### src/hdl/stprs_pkg.sv
// ----------------------------------------------------------------------------
// Segment tree range-sum package
// Field widths, defaults, sequencer states and operation codes shared by the
// segment tree range-sum block.
// ----------------------------------------------------------------------------
package stprs_pkg;

  localparam int IDX_W      = 16;
  localparam int VAL_W      = 32;
  localparam int SUM_W      = 48;
  localparam int LEAVES_DEF = 65536;

  typedef enum logic {
    FUNC_ASSIGN = 1'b0,
    FUNC_QUERY  = 1'b1
  } func_t;

  typedef enum logic [2:0] {
    ST_CLR,
    ST_IDLE,
    ST_A_RD,
    ST_A_WR,
    ST_Q_CHK,
    ST_Q_HI,
    ST_Q_SH,
    ST_Q_DONE
  } state_t;

endpackage

### src/hdl/stprs_ctrl.sv
// ----------------------------------------------------------------------------
// Segment tree sequencer
// Clears the node store after reset, walks leaf-to-root on assign and
// bottom-up over the node interval on query, all through one 48-bit adder.
// ----------------------------------------------------------------------------
module stprs_ctrl #(
  parameter int LEAVES = stprs_pkg::LEAVES_DEF
) (
  input  logic                         clk,
  input  logic                         rst_n,
  input  logic                         in_valid,
  output logic                         in_stall,
  input  logic                         in_func,
  input  logic [stprs_pkg::IDX_W-1:0]  in_index,
  input  logic [stprs_pkg::VAL_W-1:0]  in_value,
  input  logic [stprs_pkg::IDX_W-1:0]  in_range_start,
  input  logic [stprs_pkg::IDX_W-1:0]  in_range_end,
  output logic                         out_valid,
  input  logic                         out_stall,
  output logic [stprs_pkg::SUM_W-1:0]  out_range_sum,
  output logic                         wr_en,
  output logic [$clog2(2*LEAVES)-1:0]  wr_addr,
  output logic [stprs_pkg::SUM_W-1:0]  wr_data,
  output logic                         rd_en,
  output logic [$clog2(2*LEAVES)-1:0]  rd_addr,
  input  logic [stprs_pkg::SUM_W-1:0]  rd_data
);

  localparam int NW = $clog2(2 * LEAVES);
  localparam int PW = NW + 1;
  localparam int CW = ((NW > stprs_pkg::IDX_W) ? NW : stprs_pkg::IDX_W) + 1;
  localparam logic [CW-1:0] LEAF_C = CW'(LEAVES);
  localparam logic [CW-1:0] LAST_C = CW'(LEAVES - 1);
  localparam logic [NW-1:0] CLR_END = NW'(2 * LEAVES - 1);

  stprs_pkg::state_t state_r, state_nxt;
  logic [NW-1:0]                clr_r, clr_nxt;
  logic [PW-1:0]                node_r, node_nxt;
  logic [PW-1:0]                lo_r, lo_nxt;
  logic [PW-1:0]                hi_r, hi_nxt;
  logic [stprs_pkg::SUM_W-1:0]  cur_r, cur_nxt;
  logic [stprs_pkg::SUM_W-1:0]  acc_r, acc_nxt;
  logic                         out_valid_r, out_valid_nxt;
  logic [stprs_pkg::SUM_W-1:0]  out_sum_r, out_sum_nxt;

  logic [CW-1:0]                idx_ext, start_ext, end_ext, last_c;
  logic [CW-1:0]                leaf_c, lo_c, hi_c;
  logic                         q_empty;
  logic [PW-1:0]                sib, par, hm1, lo_up;
  logic [stprs_pkg::SUM_W-1:0]  add_a, add_sum;

  // range setup: clamp the end to the last leaf, then map onto node indexes
  assign idx_ext   = CW'(in_index);
  assign start_ext = CW'(in_range_start);
  assign end_ext   = CW'(in_range_end);
  assign last_c    = (end_ext > LAST_C) ? LAST_C : end_ext;
  assign q_empty   = start_ext > last_c;
  assign leaf_c    = idx_ext + LEAF_C;
  assign lo_c      = start_ext + LEAF_C;
  assign hi_c      = last_c + LEAF_C + CW'(1);

  assign sib   = node_r ^ PW'(1);
  assign par   = node_r >> 1;
  assign hm1   = hi_r - PW'(1);
  assign lo_up = (lo_r + PW'(lo_r[0])) >> 1;

  // the one shared adder
  assign add_a   = (state_r == stprs_pkg::ST_A_WR) ? cur_r : acc_r;
  assign add_sum = add_a + rd_data;

  always_ff @(posedge clk) begin
    if (!rst_n) begin
      state_r     <= stprs_pkg::ST_CLR;
      clr_r       <= '0;
      out_valid_r <= 1'b0;
    end else begin
      state_r     <= state_nxt;
      clr_r       <= clr_nxt;
      out_valid_r <= out_valid_nxt;
    end
  end

  always_ff @(posedge clk) begin
    node_r    <= node_nxt;
    lo_r      <= lo_nxt;
    hi_r      <= hi_nxt;
    cur_r     <= cur_nxt;
    acc_r     <= acc_nxt;
    out_sum_r <= out_sum_nxt;
  end

  always_comb begin
    state_nxt     = state_r;
    clr_nxt       = clr_r;
    node_nxt      = node_r;
    lo_nxt        = lo_r;
    hi_nxt        = hi_r;
    cur_nxt       = cur_r;
    acc_nxt       = acc_r;
    out_sum_nxt   = out_sum_r;
    out_valid_nxt = out_valid_r && out_stall;
    wr_en         = 1'b0;
    wr_addr       = '0;
    wr_data       = '0;
    rd_en         = 1'b0;
    rd_addr       = '0;

    unique case (state_r)
      stprs_pkg::ST_CLR: begin
        wr_en   = 1'b1;
        wr_addr = clr_r;
        clr_nxt = clr_r + NW'(1);
        if (clr_r == CLR_END) begin
          state_nxt = stprs_pkg::ST_IDLE;
        end
      end
      stprs_pkg::ST_IDLE: begin
        if (in_valid) begin
          if (in_func == stprs_pkg::FUNC_ASSIGN) begin
            // out-of-range index: word is dropped
            if (idx_ext < LEAF_C) begin
              wr_en     = 1'b1;
              wr_addr   = leaf_c[NW-1:0];
              wr_data   = stprs_pkg::SUM_W'(in_value);
              cur_nxt   = stprs_pkg::SUM_W'(in_value);
              node_nxt  = leaf_c[PW-1:0];
              state_nxt = stprs_pkg::ST_A_RD;
            end
          end else begin
            acc_nxt = '0;
            lo_nxt  = lo_c[PW-1:0];
            hi_nxt  = hi_c[PW-1:0];
            state_nxt = q_empty ? stprs_pkg::ST_Q_DONE : stprs_pkg::ST_Q_CHK;
          end
        end
      end
      stprs_pkg::ST_A_RD: begin
        if (node_r == PW'(1)) begin
          state_nxt = stprs_pkg::ST_IDLE;
        end else begin
          rd_en     = 1'b1;
          rd_addr   = sib[NW-1:0];
          state_nxt = stprs_pkg::ST_A_WR;
        end
      end
      stprs_pkg::ST_A_WR: begin
        wr_en     = 1'b1;
        wr_addr   = par[NW-1:0];
        wr_data   = add_sum;
        cur_nxt   = add_sum;
        node_nxt  = par;
        state_nxt = stprs_pkg::ST_A_RD;
      end
      stprs_pkg::ST_Q_CHK: begin
        if (lo_r < hi_r) begin
          rd_en     = lo_r[0];
          rd_addr   = lo_r[NW-1:0];
          state_nxt = stprs_pkg::ST_Q_HI;
        end else begin
          state_nxt = stprs_pkg::ST_Q_DONE;
        end
      end
      stprs_pkg::ST_Q_HI: begin
        if (lo_r[0]) begin
          acc_nxt = add_sum;
        end
        rd_en     = hi_r[0];
        rd_addr   = hm1[NW-1:0];
        state_nxt = stprs_pkg::ST_Q_SH;
      end
      stprs_pkg::ST_Q_SH: begin
        if (hi_r[0]) begin
          acc_nxt = add_sum;
        end
        lo_nxt    = lo_up;
        hi_nxt    = hi_r >> 1;
        state_nxt = stprs_pkg::ST_Q_CHK;
      end
      stprs_pkg::ST_Q_DONE: begin
        // wait until the output word slot is free
        if (!out_valid_r || !out_stall) begin
          out_valid_nxt = 1'b1;
          out_sum_nxt   = acc_r;
          state_nxt     = stprs_pkg::ST_IDLE;
        end
      end
      default: begin
        state_nxt = stprs_pkg::ST_IDLE;
      end
    endcase
  end

  assign in_stall      = (state_r != stprs_pkg::ST_IDLE);
  assign out_valid     = out_valid_r;
  assign out_range_sum = out_sum_r;

  a_no_rw_clash: assert property (@(posedge clk) disable iff (!rst_n)
    (wr_en && rd_en) |-> (wr_addr != rd_addr))
    else $error("read and write hit the same node");

  a_no_out_in_clear: assert property (@(posedge clk) disable iff (!rst_n)
    (state_r == stprs_pkg::ST_CLR) |-> !out_valid_r)
    else $error("result word during clearing pass");

  a_out_from_done: assert property (@(posedge clk) disable iff (!rst_n)
    $rose(out_valid_r) |-> $past(state_r == stprs_pkg::ST_Q_DONE))
    else $error("result word not from a finished query");

  a_walk_node_nonzero: assert property (@(posedge clk) disable iff (!rst_n)
    (state_r == stprs_pkg::ST_A_RD) |-> (node_r != '0))
    else $error("assign walk reached node zero");

  a_query_order: assert property (@(posedge clk) disable iff (!rst_n)
    (state_r == stprs_pkg::ST_Q_CHK) |-> (lo_r <= hi_r))
    else $error("query interval crossed");

endmodule

### config.mk
export PLATFORM = sky130hd
export DESIGN_NAME = stprs_ctrl
export DESIGN_NICKNAME = d
export VERILOG_FILES = /design/src/hdl/stprs_pkg.sv /design/src/hdl/stprs_ctrl.sv
export SDC_FILE = /design/constraint.sdc
export NUM_CORES = 1
export LEC_CHECK = 0
export ABC_AREA = 1
export BUFFER_PORTS_ARGS = -buffer_cell sky130_fd_sc_hd__buf_2
export CORE_AREA = 2 2 188 190
export CTS_CLUSTER_SIZE = 28
export DETAILED_ROUTE_END_ITERATION = 8
export DIE_AREA = 0 0 190 192
export PLACE_DENSITY_LB_ADDON = 0.25
export SETUP_SLACK_MARGIN = 0.05
export SYNTH_ARGS = -nofsm -noshare
export SYNTH_HDL_FRONTEND = slang
export SYNTH_SLANG_ARGS = --single-unit
### constraint.sdc
create_clock -name clk -period 10.9 [get_ports clk]
set_input_delay 2.18 -clock clk [delete_from_list [all_inputs] [get_ports clk]]
set_output_delay 2.18 -clock clk [all_outputs]
set_load 0.02 [all_outputs]
Yosys cells after proc, flatten, opt, wreduce, memory -nomap -nowiden
Cells that the tools add are included.
{"block": "word_totals", "ff_bits": 219, "output_inout_bits": 134, "elab_cells": 105}
{"block": "op_classes", "add_sub_neg": 8, "magnitude_cmp": 4, "n_eq_ne": 19, "muxes": 50, "n_bitwise": 1, "n_reduce_logical": 14}
{"op": "48-bit 2-to-1 mux", "count": 8}
{"op": "48-bit case mux with 2 select lines", "count": 2}
{"op": "48-bit case mux with 3 select lines", "count": 1}
{"op": "18-bit 2-to-1 mux", "count": 7}
{"op": "18-bit case mux with 2 select lines", "count": 3}
{"op": "17-bit case mux with 3 select lines", "count": 2}
{"op": "32-bit 2-to-1 mux", "count": 3}
{"op": "17-bit 2-to-1 mux", "count": 5}
{"op": "16-bit by 17-bit adder with 18-bit output, second input constant", "count": 3}
{"op": "48-bit adder", "count": 1}
{"op": "3-bit case mux with 8 select lines", "count": 1}
{"op": "18-bit by 1-bit adder with 18-bit output", "count": 1}
{"op": "18-bit by 1-bit adder with 18-bit output, second input constant", "count": 1}
{"op": "18-bit by 1-bit equality test with 1-bit output, second input constant", "count": 1}
{"op": "18-bit < comparator", "count": 1}
{"op": "17-bit by 1-bit adder with 17-bit output, second input constant", "count": 1}
{"op": "17-bit equality test, second input constant", "count": 1}
{"op": "16-bit by 17-bit < comparator with 1-bit output, second input constant", "count": 1}
{"op": "17-bit by 1-bit subtractor with 17-bit output, second input constant", "count": 1}
{"op": "16-bit > comparator", "count": 1}
{"op": "16-bit > comparator, second input constant", "count": 1}
{"op": "16-bit 2-to-1 mux", "count": 1}
{"op": "2-bit != test, second input constant", "count": 8}
{"op": "3-bit 2-to-1 mux", "count": 5}
{"op": "other kinds (21)", "count": 36}

Logic depth before layout (Yosys ltp)
{"block": "depth", "depth_word": 7, "depth_mapped": 24, "mapped_depth_nobuf": 21}

Worst setup path before layout
Ideal clock, no wire load.
{"block": "synth_timing", "kind": "input to register", "start": "in in_valid", "end": "reg cur_r[0] (netlist name), enable pin", "setup_ns": 0.585, "arrival_time_ns": 7.209, "required_time_ns": 10.315, "slack_ns": 3.106, "stages": 4, "path_buffers": 0, "path_cell_list": "inv_1 nand2_1 inv_1 a211oi_1"}
{"block": "synth_via", "elab_chain_len": 2}
{"item": "start: declaration", "line": "stprs_ctrl.sv:11", "rtl": "input logic in_valid,"}
{"item": "2-bit != test (no line)"}
{"item": "4-bit AND reduction (no line)"}
{"item": "end signal: assignment", "line": "stprs_ctrl.sv:87", "rtl": "cur_r <= cur_nxt;"}
{"item": "end: declaration", "line": "stprs_ctrl.sv:41", "rtl": "logic [stprs_pkg::SUM_W-1:0] cur_r, cur_nxt;"}
No other way between the ends.
A chain may end at the register's enable or synchronous reset.

Final worst setup path
{"block": "layout_timing", "start": "reg state_r[2]", "end": "out wr_data[28] (netlist name)"}
{"block": "layout_via", "elab_chain_len": 4, "word_cells_on_any_way": 5, "cone_classes": "add/sub (1); eq/ne (2); mux (2)"}
{"item": "start: declaration", "line": "stprs_ctrl.sv:36", "rtl": "stprs_pkg::state_t state_r, state_nxt;"}
{"item": "start signal: assignment", "line": "stprs_ctrl.sv:73", "rtl": "state_r <= stprs_pkg::ST_CLR;"}
{"item": "start signal: assignment", "line": "stprs_ctrl.sv:77", "rtl": "state_r <= state_nxt;"}
{"item": "3-bit by 2-bit equality test with 1-bit output", "line": "stprs_ctrl.sv:68, stprs_ctrl.sv:108"}
{"item": "48-bit 2-to-1 mux", "line": "stprs_ctrl.sv:68", "rtl": "assign add_a = (state_r == stprs_pkg::ST_A_WR) ? cur_r : acc_r;"}
{"item": "48-bit adder", "line": "stprs_ctrl.sv:69", "rtl": "assign add_sum = add_a + rd_data;"}
{"item": "48-bit case mux with 2 select lines *", "line": "stprs_ctrl.sv:108", "rtl": "unique case (state_r)"}
{"item": "end: declaration", "line": "stprs_ctrl.sv:23", "rtl": "output logic [stprs_pkg::SUM_W-1:0] wr_data,"}
Every way passes the cells marked *; elsewhere a longest branch is shown, timed or not.

==> metrics.txt <==
Critical Path End Type output pin; worst min-delay path class reg -> reg; Starting Density 0.445; Synth Cell Area 15300 µm²; most frequent cells in the layout 664 x nand2_1, 289 x inv_1, 266 x buf_2, 207 x nor2_1, 196 x edfxtp_1; Residual DRC 0; post-synthesis simple-gate area fraction 0.298; Core Util, Final 0.524; power consumption 2.00 mW; slowest CP cell buf_4; initial antenna violation count 1; fin crit share 0.663; vias per cell 5.29; r2r worst-path depth 18; GR Util All Layers 0.274; Setup Buffers After CTS 0; Area Overhead vs Synth 17.8%; Worst Path Max Fanout 67; post-placement cell count 2762; compound-cell area share of the yosys netlist 0.111; first-pass GRT wire length 77000 µm; clock slew at reported path FFs 0.07 ns; worst path buffer plus inverter count 5; cell count after synthesis 2076; CTS root buf clkbuf_16; hold_buf cts 0; Routed Antenna Nets 0; Hold Path Origin acc_r[23]; 1st-iter DRT viols 1314; Slew HR 0.353; Worst VDD drop 0.103 mV; R2R Path End cur_r[30]; Site Rows 68; Worst EP arrival 5.05 ns; CTS tree built; Worst-Skew Late Latency 0.54 ns; final hold violations 0; main combinational cell family by area after synthesis simple AND/OR/NAND/NOR gates; outcome finished, final reports clean; Worst Path Required 8.72 ns; hold-critical path depth 0; die width 190 µm; register-to-register setup slack 6.31 ns; share of cells above drive strength 1 0.159; Seq. cell area 6310 µm²; clock sink count 217; CP startpoint kind register; H-tree depth 1; Unique masters post-synth 49; vias in the first global route 14000; Post-Syn Nets 2295; largest net degree at the start of global routing 68; crit path cell chain inv_2 > nand2_4 > buf_4 > nand2_1 > nand2_1 > ha_1 > inv_1 > fa_1 > inv_1 > nand3_1 > nand2_2 > nand2_1 > nand2_1 > nand2_1 > nand2_1 > nand3_1 > nand3b_1 > nand3_1 > nand2_1 > buf_2; unrepaired setup endpoints after global routing false; Crit path max-delay family simple AND/OR/NAND/NOR gates; die area 36500 µm²; Setup Viol. Count Final 0; cell repeated most along the worst path nand2_1; syn_area_per_cell 7.35 µm²; Max-Cap Viols 0; grt total ovfl 0; CTS buffer count 26; Adder-Cell Fraction of Synth Area 0.0710; Final #Nets 2554; commonest non-fill, non-tap cell in the layout nand2_1; Multi-input gate area 7690 µm²; Synth warnings 0; Slew Limit Fails 0; Detailed Routing Iterations Pass 1 6; Placer Congestion 0.978; pwr/cell area 111 nW/µm²; crit path kind reg -> out; Max Buffers Root-to-Sink 3; Final HPWL DP 40000 µm; number of synthesized flops with an enable pin 196; Clock Skew 0.0199 ns; Core ar. 34300 µm²; post-synthesis xor/xnor area fraction 0.0201; total leakage power 8.59 nW; num ports 267; ys async rst share 0; hold worst-path end out_range_sum[23]; wirelength, routed 51000 µm; Critical R2R Launch state_r[2]; multiplexer area fraction after synthesis 0; Vias 14900; Post-synth top flop edfxtp_1; final std cells w/o fill 2809; sequential-to-total area share from yosys stat 0.413; Wirelength per Cell 18.2 µm; Yosys reg bits 217; Final TNS setup 0 ns; die height 192 µm; Worst-Margin Slew 0.965 ns; fin crit period 7.23 ns; critical path launch point state_r[2]; Max Clock Freq 138 MHz; PortBufs 266; fill count 3425; PostCTS Resize Cnt 0; CP max stage delay 0.70 ns
-- how the worst max path moves through the flow --
stage	to	cells past startpoint	slack [ns]
floorplan	cur_r[0]	4	3.11
global placement	wr_data[30]	16	4.02
detailed placement	wr_data[30]	16	3.97
CTS	wr_data[30]	20	3.70
global route	wr_data[30]	21	3.28
finish	wr_data[28]	20	3.67
-- sequential cells by signal, indices dropped and copies added, names as in the netlist --
| signal | cells |
|---|---|
| acc_r | 48 |
| cur_r | 48 |
| out_range_sum | 48 |
| hi_r | 18 |
| clr_r | 17 |
| lo_r | 17 |
| node_r | 17 |
| state_r | 3 |
| out_valid | 1 |
-- metrics by stage --
step	setup WS, ns	area [µm²]	hold slack (ns)
2_1_floorplan	3.11	15300	0.427
3_5_place_dp	3.97	17100	0.435
3_3_place_gp	4.02	17100	0.431
6_report	3.67	18000	0.451
4_1_cts	3.70	18000	0.448
5_1_grt	3.28	18000	0.458
-- cell usage after synthesis (6+ instances only) --
library cell | n | share of area
nor2_4 | 6 | 0.0044
a21oi_1 | 102 | 0.033
o211ai_1 | 16 | 0.0079
clkbuf_1 | 24 | 0.0059
nand2_2 | 10 | 0.0041
xnor2_1 | 13 | 0.0075
o21ai_1 | 8 | 0.0026
nor2_1 | 208 | 0.051
inv_1 | 289 | 0.071
nand4_1 | 26 | 0.011
ha_1 | 85 | 0.070
nand3_1 | 95 | 0.031
o21ai_0 | 147 | 0.048
xor2_1 | 22 | 0.013
o221ai_1 | 12 | 0.0069
nor3_1 | 33 | 0.011
buf_2 | 19 | 0.0062
nand3b_1 | 11 | 0.0054
nor2_2 | 10 | 0.0041
dfxtp_1 | 21 | 0.028
nand2_1 | 665 | 0.16
or2_2 | 9 | 0.0037
edfxtp_1 | 196 | 0.39
-- worst reg2reg max path, delay by kind of cell, from the launching register on --
kind                       cells  cell delay (ns)
DFF                            1             0.42
and+or+nand+nor               10             1.55
AOI/OAI and AO/OA              2             0.54
adders and majority gates      2             0.72
buffers and inverters          4             1.12
-- layout make-up --
| cell class | instances | share of cell area |
|---|---|---|
| Antenna cell | 1 | 0.000139 |
| Tap cell | 455 | 0.0317 |
| Sequential cell | 217 | 0.351 |
| Timing Repair Buffer | 277 | 0.0787 |
| Clock buffer | 27 | 0.0376 |
| Multi-Input combinational cell | 1520 | 0.428 |
| Clock inverter | 19 | 0.0114 |
| Inverter | 293 | 0.0613 |
-- cell families after synthesis --
| group | Yosys count |
|---|---|
| buffers and inverters | 339 |
| and+or+nand+nor | 1089 |
| AOI/OAI and AO/OA | 310 |
| adders and majority gates | 86 |
| DFF | 217 |
| xor gates and xnor gates | 35 |
-- routing by layer --
layer | vias up | global-route usage | wire length (µm)
met2 | 603 | 0.434 | 22500
li1 | 7314 | - | -
met5 | - | 0 | 0
met1 | 6847 | 0.392 | 23200
met4 | 0 | 0.0868 | 1660
met3 | 94 | 0.0305 | 3640
-- report_power, final --
part / internal [mW] / leakage (nW) / switching, mW
clock network: 0.544 / 0.430 / 0.357
registers: 0.899 / 1.95 / 0.00102
logic: 0.0693 / 6.21 / 0.128
No activity file was read; power rests on OpenSTA's default activity.
